--- src/rtl/core/pdhrc_pkg.sv ---
`default_nettype none
// ----------------------------------------------------------------------------
// pdhrc_pkg : shared types and constants for the heading rotation controller
// Payload structs, register indexes, state encoding, CORDIC arctangent table.
// ----------------------------------------------------------------------------
package pdhrc_pkg;

  localparam int CORDIC_STEPS_DEF = 16;
  localparam int ATAN_LEN         = 24;

  // CORDIC datapath widths: 33-bit deltas grow by the CORDIC gain, angles in Q.30
  localparam int DELTA_W = 33;
  localparam int XY_W    = 36;
  localparam int Z_W     = 35;
  localparam int BEAR_W  = 17;

  localparam logic [15:0]            PI_Q12 = 16'd12868;
  localparam logic signed [Z_W-1:0]  PI_Q30 = 35'sd3373259426;

  localparam logic KIND_START = 1'b0;
  localparam logic KIND_POSE  = 1'b1;

  typedef enum logic [2:0] {
    REG_TARGET_X  = 3'd0,
    REG_TARGET_Y  = 3'd1,
    REG_GAIN_P    = 3'd2,
    REG_GAIN_D    = 3'd3,
    REG_STOP_THR  = 3'd4
  } pdhrc_reg_t;

  typedef enum logic [2:0] {
    ST_IDLE,
    ST_PREP,
    ST_ROTATE,
    ST_MULP,
    ST_MULD,
    ST_EMIT
  } pdhrc_state_t;

  typedef struct packed {
    logic               kind;
    logic signed [31:0] pos_x;
    logic signed [31:0] pos_y;
    logic signed [15:0] yaw;
  } pdhrc_in_t;

  typedef struct packed {
    logic signed [15:0] turn_rate;
    logic               stopped;
  } pdhrc_out_t;

  typedef struct packed {
    logic busy;
    logic done;
  } pdhrc_cordic_stat_t;

  // atan(2^-i) in Q.30
  function automatic logic signed [Z_W-1:0] atan_q30(input logic [4:0] idx);
    logic signed [Z_W-1:0] v;
    case (idx)
      5'd0:    v = 35'sd843314856;
      5'd1:    v = 35'sd497837829;
      5'd2:    v = 35'sd263043836;
      5'd3:    v = 35'sd133525158;
      5'd4:    v = 35'sd67021686;
      5'd5:    v = 35'sd33543515;
      5'd6:    v = 35'sd16775850;
      5'd7:    v = 35'sd8388437;
      5'd8:    v = 35'sd4194282;
      5'd9:    v = 35'sd2097149;
      5'd10:   v = 35'sd1048575;
      5'd11:   v = 35'sd524287;
      5'd12:   v = 35'sd262143;
      5'd13:   v = 35'sd131071;
      5'd14:   v = 35'sd65535;
      5'd15:   v = 35'sd32767;
      5'd16:   v = 35'sd16383;
      5'd17:   v = 35'sd8191;
      5'd18:   v = 35'sd4095;
      5'd19:   v = 35'sd2047;
      5'd20:   v = 35'sd1023;
      5'd21:   v = 35'sd511;
      5'd22:   v = 35'sd255;
      5'd23:   v = 35'sd127;
      default: v = '0;
    endcase
    return v;
  endfunction

endpackage
`default_nettype wire

--- src/rtl/core/pd_heading_rotation_controller_core.sv ---
`default_nettype none
// ----------------------------------------------------------------------------
// pd_heading_rotation_controller_core : rotate-to-target PD heading controller
// Bearing by iterative CORDIC, PD law through one shared multiplier.
// ----------------------------------------------------------------------------
// Usage:
//   in_*  : valid/ready channel. kind = start arms the block and presets both
//           errors to pi (no result). kind = pose gives one result while armed;
//           a pose while disarmed is dropped.
//   out_* : valid/ready channel carrying turn_rate (Q4.12) and stopped.
//   cfg_* : write-only registers (target, gains, stop threshold), written idle.
// Timing: in_ready is high only when the sequencer is idle. A running pose
//   sample passes prep, the CORDIC loop (one rotation per cycle), the error
//   update, two multiplier passes (MULP, MULD) and the emit state, which loads
//   the output register. A stop result goes straight from idle to emit. Start
//   items and dropped poses leave the sequencer idle, so in_ready stays high.
// Stall: the result register holds until taken; a new input can be taken
//   while it waits, and the next result waits in the sequencer.
// Reset: registers go to their reset values, errors to pi, block disarmed.
// ----------------------------------------------------------------------------
module pd_heading_rotation_controller_core #(
  parameter int CORDIC_STEPS = pdhrc_pkg::CORDIC_STEPS_DEF
) (
  input  wire logic                 clk,
  input  wire logic                 rst_n,
  input  wire logic                 in_valid,
  output logic                      in_ready,
  input  wire pdhrc_pkg::pdhrc_in_t in_data,
  output logic                      out_valid,
  input  wire logic                 out_ready,
  output pdhrc_pkg::pdhrc_out_t     out_data,
  input  wire logic                 cfg_we,
  input  wire logic [2:0]           cfg_index,
  input  wire logic [31:0]          cfg_wdata
);

  pdhrc_pkg::pdhrc_state_t state_r, state_nxt;

  logic signed [31:0] target_x_r;
  logic signed [31:0] target_y_r;
  logic [15:0]        gain_p_r;
  logic [15:0]        gain_d_r;
  logic [14:0]        stop_thr_r;
  logic [15:0]        error_now_r;
  logic [15:0]        error_before_r;
  logic               armed_r;

  logic signed [pdhrc_pkg::DELTA_W-1:0] dx_r;
  logic signed [pdhrc_pkg::DELTA_W-1:0] dy_r;
  logic signed [15:0]                   yaw_r;
  logic                                 neg_r;
  logic                                 stop_r;
  logic signed [34:0]                   acc_r;
  logic signed [34:0]                   s_r;
  logic                                 out_valid_r;
  pdhrc_pkg::pdhrc_out_t                out_data_r;

  logic                                 in_fire;
  logic                                 is_pose;
  logic                                 stop_hit;
  logic                                 out_free;
  logic                                 cstart;
  pdhrc_pkg::pdhrc_cordic_stat_t        cstat;
  logic signed [pdhrc_pkg::BEAR_W-1:0]  bearing;
  logic signed [17:0]                   diff;
  logic [17:0]                          diff_mag;
  logic [15:0]                          err;
  logic                                 neg_sign;
  logic signed [16:0]                   delta;
  logic signed [16:0]                   mul_a;
  logic signed [16:0]                   mul_b;
  logic signed [33:0]                   prod;
  logic [34:0]                          s_abs;
  logic [34:0]                          s_rnd;
  logic [26:0]                          mag;
  logic                                 neg_out;
  logic signed [15:0]                   turn;

  pdhrc_cordic #(
    .CORDIC_STEPS (CORDIC_STEPS)
  ) u_cordic (
    .clk     (clk),
    .rst_n   (rst_n),
    .start   (cstart),
    .dx      (dx_r),
    .dy      (dy_r),
    .stat    (cstat),
    .bearing (bearing)
  );

  assign in_ready  = (state_r == pdhrc_pkg::ST_IDLE);
  assign in_fire   = in_valid && in_ready;
  assign is_pose   = (in_data.kind == pdhrc_pkg::KIND_POSE);
  assign stop_hit  = (error_now_r <= {1'b0, stop_thr_r});
  assign out_free  = !out_valid_r || out_ready;
  assign cstart    = (state_r == pdhrc_pkg::ST_PREP);
  assign out_valid = out_valid_r;
  assign out_data  = out_data_r;

  // heading error and turn direction
  assign diff     = 18'(bearing) - 18'(yaw_r);
  assign diff_mag = diff[17] ? 18'(-diff) : 18'(diff);
  assign err      = (diff_mag > 18'd65535) ? 16'hFFFF : diff_mag[15:0];
  assign neg_sign = ((err > pdhrc_pkg::PI_Q12) && !diff[17]) ||
                    ((err < pdhrc_pkg::PI_Q12) && diff[17]);

  // shared multiplier: gain_p*e, then gain_d*(e - e_prev)
  assign delta = $signed({1'b0, error_now_r}) - $signed({1'b0, error_before_r});
  assign mul_a = (state_r == pdhrc_pkg::ST_MULP) ? $signed({1'b0, gain_p_r})
                                                 : $signed({1'b0, gain_d_r});
  assign mul_b = (state_r == pdhrc_pkg::ST_MULP) ? $signed({1'b0, error_now_r})
                                                 : delta;
  assign prod  = mul_a * mul_b;

  // round half away from zero to Q4.12, apply direction, saturate
  assign s_abs   = s_r[34] ? 35'(-s_r) : 35'(s_r);
  assign s_rnd   = s_abs + 35'd128;
  assign mag     = s_rnd[34:8];
  assign neg_out = s_r[34] ^ neg_r;

  always_comb begin
    if (neg_out) begin
      turn = (mag > 27'd32768) ? 16'sh8000 : 16'(27'd0 - mag);
    end else begin
      turn = (mag > 27'd32767) ? 16'sh7FFF : $signed(mag[15:0]);
    end
  end

  always_ff @(posedge clk) begin
    if (!rst_n) begin
      state_r <= pdhrc_pkg::ST_IDLE;
    end else begin
      state_r <= state_nxt;
    end
  end

  always_comb begin
    state_nxt = state_r;
    case (state_r)
      pdhrc_pkg::ST_IDLE: begin
        if (in_fire && is_pose && armed_r) begin
          state_nxt = stop_hit ? pdhrc_pkg::ST_EMIT : pdhrc_pkg::ST_PREP;
        end
      end
      pdhrc_pkg::ST_PREP:   state_nxt = pdhrc_pkg::ST_ROTATE;
      pdhrc_pkg::ST_ROTATE: begin
        if (cstat.done) begin
          state_nxt = pdhrc_pkg::ST_MULP;
        end
      end
      pdhrc_pkg::ST_MULP:   state_nxt = pdhrc_pkg::ST_MULD;
      pdhrc_pkg::ST_MULD:   state_nxt = pdhrc_pkg::ST_EMIT;
      pdhrc_pkg::ST_EMIT: begin
        if (out_free) begin
          state_nxt = pdhrc_pkg::ST_IDLE;
        end
      end
      default:              state_nxt = pdhrc_pkg::ST_IDLE;
    endcase
  end

  // configuration, controller state, output register
  always_ff @(posedge clk) begin
    if (!rst_n) begin
      target_x_r     <= '0;
      target_y_r     <= '0;
      gain_p_r       <= 16'd77;
      gain_d_r       <= 16'd102;
      stop_thr_r     <= 15'd205;
      error_now_r    <= pdhrc_pkg::PI_Q12;
      error_before_r <= pdhrc_pkg::PI_Q12;
      armed_r        <= 1'b0;
      out_valid_r    <= 1'b0;
    end else begin
      if (cfg_we) begin
        case (cfg_index)
          pdhrc_pkg::REG_TARGET_X: target_x_r <= $signed(cfg_wdata);
          pdhrc_pkg::REG_TARGET_Y: target_y_r <= $signed(cfg_wdata);
          pdhrc_pkg::REG_GAIN_P:   gain_p_r   <= cfg_wdata[15:0];
          pdhrc_pkg::REG_GAIN_D:   gain_d_r   <= cfg_wdata[15:0];
          pdhrc_pkg::REG_STOP_THR: stop_thr_r <= cfg_wdata[14:0];
          default: ;
        endcase
      end
      if (in_fire) begin
        if (!is_pose) begin
          error_now_r    <= pdhrc_pkg::PI_Q12;
          error_before_r <= pdhrc_pkg::PI_Q12;
          armed_r        <= 1'b1;
        end else if (armed_r && stop_hit) begin
          armed_r <= 1'b0;
        end
      end
      if ((state_r == pdhrc_pkg::ST_ROTATE) && cstat.done) begin
        error_before_r <= error_now_r;
        error_now_r    <= err;
      end
      if ((state_r == pdhrc_pkg::ST_EMIT) && out_free) begin
        out_valid_r <= 1'b1;
      end else if (out_ready) begin
        out_valid_r <= 1'b0;
      end
    end
  end

  // datapath payload
  always_ff @(posedge clk) begin
    if (in_fire && is_pose && armed_r) begin
      if (stop_hit) begin
        stop_r <= 1'b1;
        s_r    <= '0;
      end else begin
        stop_r <= 1'b0;
        dx_r   <= {target_x_r[31], target_x_r} - {in_data.pos_x[31], in_data.pos_x};
        dy_r   <= {target_y_r[31], target_y_r} - {in_data.pos_y[31], in_data.pos_y};
        yaw_r  <= in_data.yaw;
      end
    end
    if ((state_r == pdhrc_pkg::ST_ROTATE) && cstat.done) begin
      neg_r <= neg_sign;
    end
    if (state_r == pdhrc_pkg::ST_MULP) begin
      acc_r <= 35'(prod);
    end
    if (state_r == pdhrc_pkg::ST_MULD) begin
      s_r <= acc_r + 35'(prod);
    end
    if ((state_r == pdhrc_pkg::ST_EMIT) && out_free) begin
      out_data_r.turn_rate <= turn;
      out_data_r.stopped   <= stop_r;
    end
  end

  // CORDIC is never restarted mid-rotation
  a_cordic_start_idle: assert property (@(posedge clk) disable iff (!rst_n)
    cstart |-> !cstat.busy)
    else $error("CORDIC started while busy");

  // CORDIC completion is only seen while the sequencer waits for it
  a_cordic_done_rotate: assert property (@(posedge clk) disable iff (!rst_n)
    cstat.done |-> (state_r == pdhrc_pkg::ST_ROTATE))
    else $error("CORDIC done outside rotate state");

  // disarming always queues a stop result
  a_disarm_stop: assert property (@(posedge clk) disable iff (!rst_n)
    $fell(armed_r) |-> ((state_r == pdhrc_pkg::ST_EMIT) && stop_r))
    else $error("disarmed without a stop result");

  // a stop result carries a zero command
  a_stop_zero: assert property (@(posedge clk) disable iff (!rst_n)
    (out_valid_r && out_data_r.stopped) |-> (out_data_r.turn_rate == 16'sd0))
    else $error("stop result with nonzero turn rate");

endmodule
`default_nettype wire

--- src/rtl/core/pdhrc_cordic.sv ---
`default_nettype none
// ----------------------------------------------------------------------------
// pdhrc_cordic : iterative vectoring CORDIC for atan2(dy, dx)
// One micro-rotation per cycle through a shared shift/add stage; the result
// is the bearing in signed Q4.12 radians, valid while done is high.
// ----------------------------------------------------------------------------
module pdhrc_cordic #(
  parameter int CORDIC_STEPS = pdhrc_pkg::CORDIC_STEPS_DEF
) (
  input  wire logic                                    clk,
  input  wire logic                                    rst_n,
  input  wire logic                                    start,
  input  wire logic signed [pdhrc_pkg::DELTA_W-1:0]    dx,
  input  wire logic signed [pdhrc_pkg::DELTA_W-1:0]    dy,
  output pdhrc_pkg::pdhrc_cordic_stat_t                stat,
  output logic signed [pdhrc_pkg::BEAR_W-1:0]          bearing
);

  localparam int CW = $clog2(CORDIC_STEPS);
  localparam logic [CW-1:0] LAST = CW'(CORDIC_STEPS - 1);

  logic                              busy_r;
  logic                              done_r;
  logic [CW-1:0]                     cnt_r;
  logic signed [pdhrc_pkg::XY_W-1:0] x_r;
  logic signed [pdhrc_pkg::XY_W-1:0] y_r;
  logic signed [pdhrc_pkg::Z_W-1:0]  z_r;
  logic                              zero_r;

  logic signed [pdhrc_pkg::XY_W-1:0] dx_ext;
  logic signed [pdhrc_pkg::XY_W-1:0] dy_ext;
  logic signed [pdhrc_pkg::XY_W-1:0] xs;
  logic signed [pdhrc_pkg::XY_W-1:0] ys;
  logic signed [pdhrc_pkg::Z_W-1:0]  ang;
  logic signed [pdhrc_pkg::Z_W-1:0]  z_rnd;
  logic [4:0]                        tab_idx;

  assign dx_ext  = pdhrc_pkg::XY_W'(dx);
  assign dy_ext  = pdhrc_pkg::XY_W'(dy);
  assign xs      = x_r >>> cnt_r;
  assign ys      = y_r >>> cnt_r;
  assign tab_idx = 5'(cnt_r);
  assign ang     = pdhrc_pkg::atan_q30(tab_idx);

  // round to Q4.12: floor((z + 2^17) / 2^18)
  assign z_rnd   = z_r + pdhrc_pkg::Z_W'(131072);
  assign bearing = zero_r ? '0 : z_rnd[pdhrc_pkg::Z_W-1:18];

  assign stat.busy = busy_r;
  assign stat.done = done_r;

  always_ff @(posedge clk) begin
    if (!rst_n) begin
      busy_r <= 1'b0;
      done_r <= 1'b0;
      cnt_r  <= '0;
    end else begin
      done_r <= 1'b0;
      if (start) begin
        busy_r <= 1'b1;
        cnt_r  <= '0;
      end else if (busy_r) begin
        if (cnt_r == LAST) begin
          busy_r <= 1'b0;
          done_r <= 1'b1;
        end else begin
          cnt_r <= cnt_r + 1'b1;
        end
      end
    end
  end

  always_ff @(posedge clk) begin
    if (start) begin
      zero_r <= (dx == '0) && (dy == '0);
      if (dx < 0) begin
        // left half plane: rotate by pi first
        x_r <= -dx_ext;
        y_r <= -dy_ext;
        z_r <= (dy >= 0) ? pdhrc_pkg::PI_Q30 : -pdhrc_pkg::PI_Q30;
      end else begin
        x_r <= dx_ext;
        y_r <= dy_ext;
        z_r <= '0;
      end
    end else if (busy_r) begin
      if (y_r > 0) begin
        x_r <= x_r + ys;
        y_r <= y_r - xs;
        z_r <= z_r + ang;
      end else begin
        x_r <= x_r - ys;
        y_r <= y_r + xs;
        z_r <= z_r - ang;
      end
    end
  end

endmodule
`default_nettype wire

--- config.mk ---
export PLATFORM = sky130hd
export DESIGN_NAME = pd_heading_rotation_controller_core
export DESIGN_NICKNAME = d
export VERILOG_FILES = /design/src/rtl/core/pdhrc_pkg.sv /design/src/rtl/core/pd_heading_rotation_controller_core.sv /design/src/rtl/core/pdhrc_cordic.sv
export SDC_FILE = /design/constraint.sdc
export NUM_CORES = 2
export LEC_CHECK = 0
export BUFFER_PORTS_ARGS = -buffer_cell sky130_fd_sc_hd__buf_2
export CAP_MARGIN = 20
export CORE_ASPECT_RATIO = 0.8
export CORE_UTILIZATION = 25
export CTS_CLUSTER_DIAMETER = 80
export DETAILED_ROUTE_END_ITERATION = 8
export SKIP_LAST_GASP = 1
export SYNTH_ARGS = -nofsm -noshare
export SYNTH_HDL_FRONTEND = slang
export SYNTH_SLANG_ARGS = --single-unit
--- constraint.sdc ---
create_clock -name clk -period 23.7 [get_ports clk]
set_clock_uncertainty 0.15 [all_clocks]
set_input_delay 2.37 -clock clk [delete_from_list [all_inputs] [get_ports clk]]
set_output_delay 2.37 -clock clk [all_outputs]
set_load 0.02 [all_outputs]
==> reports/results.ini <==
[outcome]
outcome=complete, no violations

[cells_and_area]
multi_input_area_um2=32540
area_delta_synth_final_pct=12.10
fill_cells=19820
drive_gt1_share_pct=9.208
final_cell_area_um2=52870
seq_area_um2=12020
final_common_cell=nand2_1
layout_common_cells=nand2_1, inv_1, nor2_1
nets=6212

[clocking]
cts_tree=yes
cts_hold_buf=0
cts_inserted_buffers=60
ctsResizeCount=0
post_cts_buffers=0
clock-sinks=461
cts.path.max_buffers=3
clk_pin_slew_ns=0.06
clockRootBuffer=clkbuf_16
h-tree-depth=2
clk_latency_ns=0.74

[sta]
final-hold-violation-count=0
tightest_slew_ns=1.203
maxSlewHeadroom_pct=19.83
tns_ns=0
layout_setup_ws_ns=11.98
post-route-period-util_pct=49.44
fin_crit_ns=11.72
rsz0062_at_grt=no
finalSetupViolCount=0
drv_slew=0
maxClockFrequency_mhz=85.35

[global_routing]
grt_pass1_wl_um=218200
grt_pass1_vias=38000
grt_use_met3_pct=2.535
antenna_found_initial=16
grtUsageMet1_pct=20.49
grtUsageMet2_pct=21.84
grt_max_degree=122
globalRouteOverflowTotal=0
busiest_layer=met2
grt_use_total_pct=14.45

[worst_hold_path]
hold_class=reg -> reg
min_from=target_y_r[0]$_SDFFE_PN0P_
min_path_cells=2

[setup_path]
critPathSlowestCell=a2111oi_0
critical_path_class=reg -> reg
reg2reg_depth=43
critPathBufInv=4
crit_required_ns=23.91
critPathCaptureType=flip-flop
critPathTopFamily=compound AO/OA/AOI/OAI gates
start_kind=flip-flop
arrival_ns=11.93
path_depth=43
r2r_start=error_now_r[2]$_SDFFE_PN1P_
crit_path_frequent_cell=fa_1
critPathMaxFanout=11
cpPeakStageDelay_ns=0.60
worstSetupStartpoint=error_now_r[2]$_SDFFE_PN1P_

[synthesis]
synthDistinctLibCells=95
synth_top_family_by_area=adder cells
syn_area_um2=47170
postSynthAreaPerCell_um2=8.704
synth_xor_area_share_pct=8.171
synth_area_leader_cell=edfxtp_1
synth_edf_count=278
syn_inst=5419
async_flop_share_pct=0
ys.flop_type=edfxtp_1
synthTopCellsByArea=edfxtp_1, ha_1, fa_1
ys_seq_area_share_pct=25.47
yosys_warnings=0
synth_top_area_share_pct=17.70
muxShareOfSynthArea_pct=6.316
synth_simple_gate_area_share_pct=17.86
syn-num-nets=6155
synth_seq_cells=461
synthAdderAreaFrac_pct=19.79
synth_compound_area_share_pct=16.77

[drt]
vias=39890
drt-total-wl_um=140300
drtIter0Drc=2958
drc_errors=0
ant_nets=0
first_pass_iters=5
wl_per_cell_um=17.41
viasPerCell=4.950

[run]
cap_violations=0

[power_and_ir_drop]
powerDensity_nw_per_um2=47.82
leakage_nw=21.71
vdd_drop_max_uv=71.99

[floorplan]
rows=142
chipHeight_um=390.5
die-area_um2=190400
core_area_um2=187300
die-width_um=487.6
initial_core_util_pct=25.19
ios=140

[placed_design]
dp_hpwl_um=110300
gp_congestion=0.9345
port_buffers=139
placed_cell_area_um2=50660
dp_worst_setup_slack_ns=12.12

metal layers:
layer	wire length (um)	vias to the layer above
li1	-	19190
met1	66440	19330
met2	60330	1193
met3	9420	167
met4	4075	10
met5	64	-
registers in the layout, indices dropped and copies added, names as in the netlist, 3 cells and up:
| signal | flops |
|---|---|
| acc_r | 34 |
| dx_r | 33 |
| dy_r | 33 |
| error_before_r | 16 |
| error_now_r | 16 |
| gain_d_r | 16 |
| gain_p_r | 16 |
| out_data | 17 |
| s_r | 35 |
| state_r | 3 |
| stop_thr_r | 15 |
| target_x_r | 32 |
| target_y_r | 32 |
| u_cordic.ang | 29 |
| u_cordic.cnt_r | 4 |
| u_cordic.x_r | 36 |
| u_cordic.y_r | 36 |
| u_cordic.z_r | 35 |
| yaw_r | 16 |
logic make-up after synthesis:
logic type,after synthesis
XOR/XNOR,440
buffers and inverters,693
AND/OR/NAND/NOR,1829
adder cells (fa/ha/maj),616
AO/OA/AOI/OAI,1203
multiplexers,177
flip-flops,461
worst paths after layout:
kind | to | slack [ns]
setup / recovery | s_r[33]$_SDFFCE_PN0P_ | 11.98
hold / removal | target_y_r[0]$_SDFFE_PN0P_ | 0.31
setup reg to reg | s_r[33]$_SDFFCE_PN0P_ | 11.98
hold reg to reg | target_y_r[0]$_SDFFE_PN0P_ | 0.31
worst min-delay path: stages (launching register included):
cell and delay, ns:
dfxtp_1 0.31, nand2_1 0.05, a21boi_0 0.06
final cells by class:
class | instances | share of cell area [%]
antenna | 11 | 0.05206
clock inverter | 25 | 0.4757
sequential | 461 | 22.73
clock buffer | 89 | 3.517
tap | 2520 | 5.963
inverter | 491 | 3.488
multi-input combinational | 4265 | 61.54
timing repair buffer | 197 | 2.229
through the flow:
step	instances	power, mW	hold slack (ns)	utilization, %
floorplan	5419	1.411	0.2503	-
global placement	7930	1.561	0.3061	27.05
detailed placement	7930	1.571	0.3066	27.05
CTS	8044	2.545	0.3200	28.18
global route	8058	2.651	0.3407	28.23
finish	8059	2.528	0.3147	28.23
report_power, final:
part	internal [mW]	switching [mW]	total, mW
Sequential	0.901	0.0326	0.934
Combinational	0.265	0.371	0.637
Clock	0.559	0.399	0.958
cell usage after synthesis, types with 121 or more instances:
cell      instances
nand2_1         711
inv_1           490
ha_1            398
fa_1            217
xnor2_1         250
a21oi_1         295
a21boi_0        121
clkbuf_1        164
edfxtp_1        278
xor2_1          190
dfxtp_1         183
nor2_1          476
o21ai_0         286
Note: power is estimated with default switching activity, not from simulation.
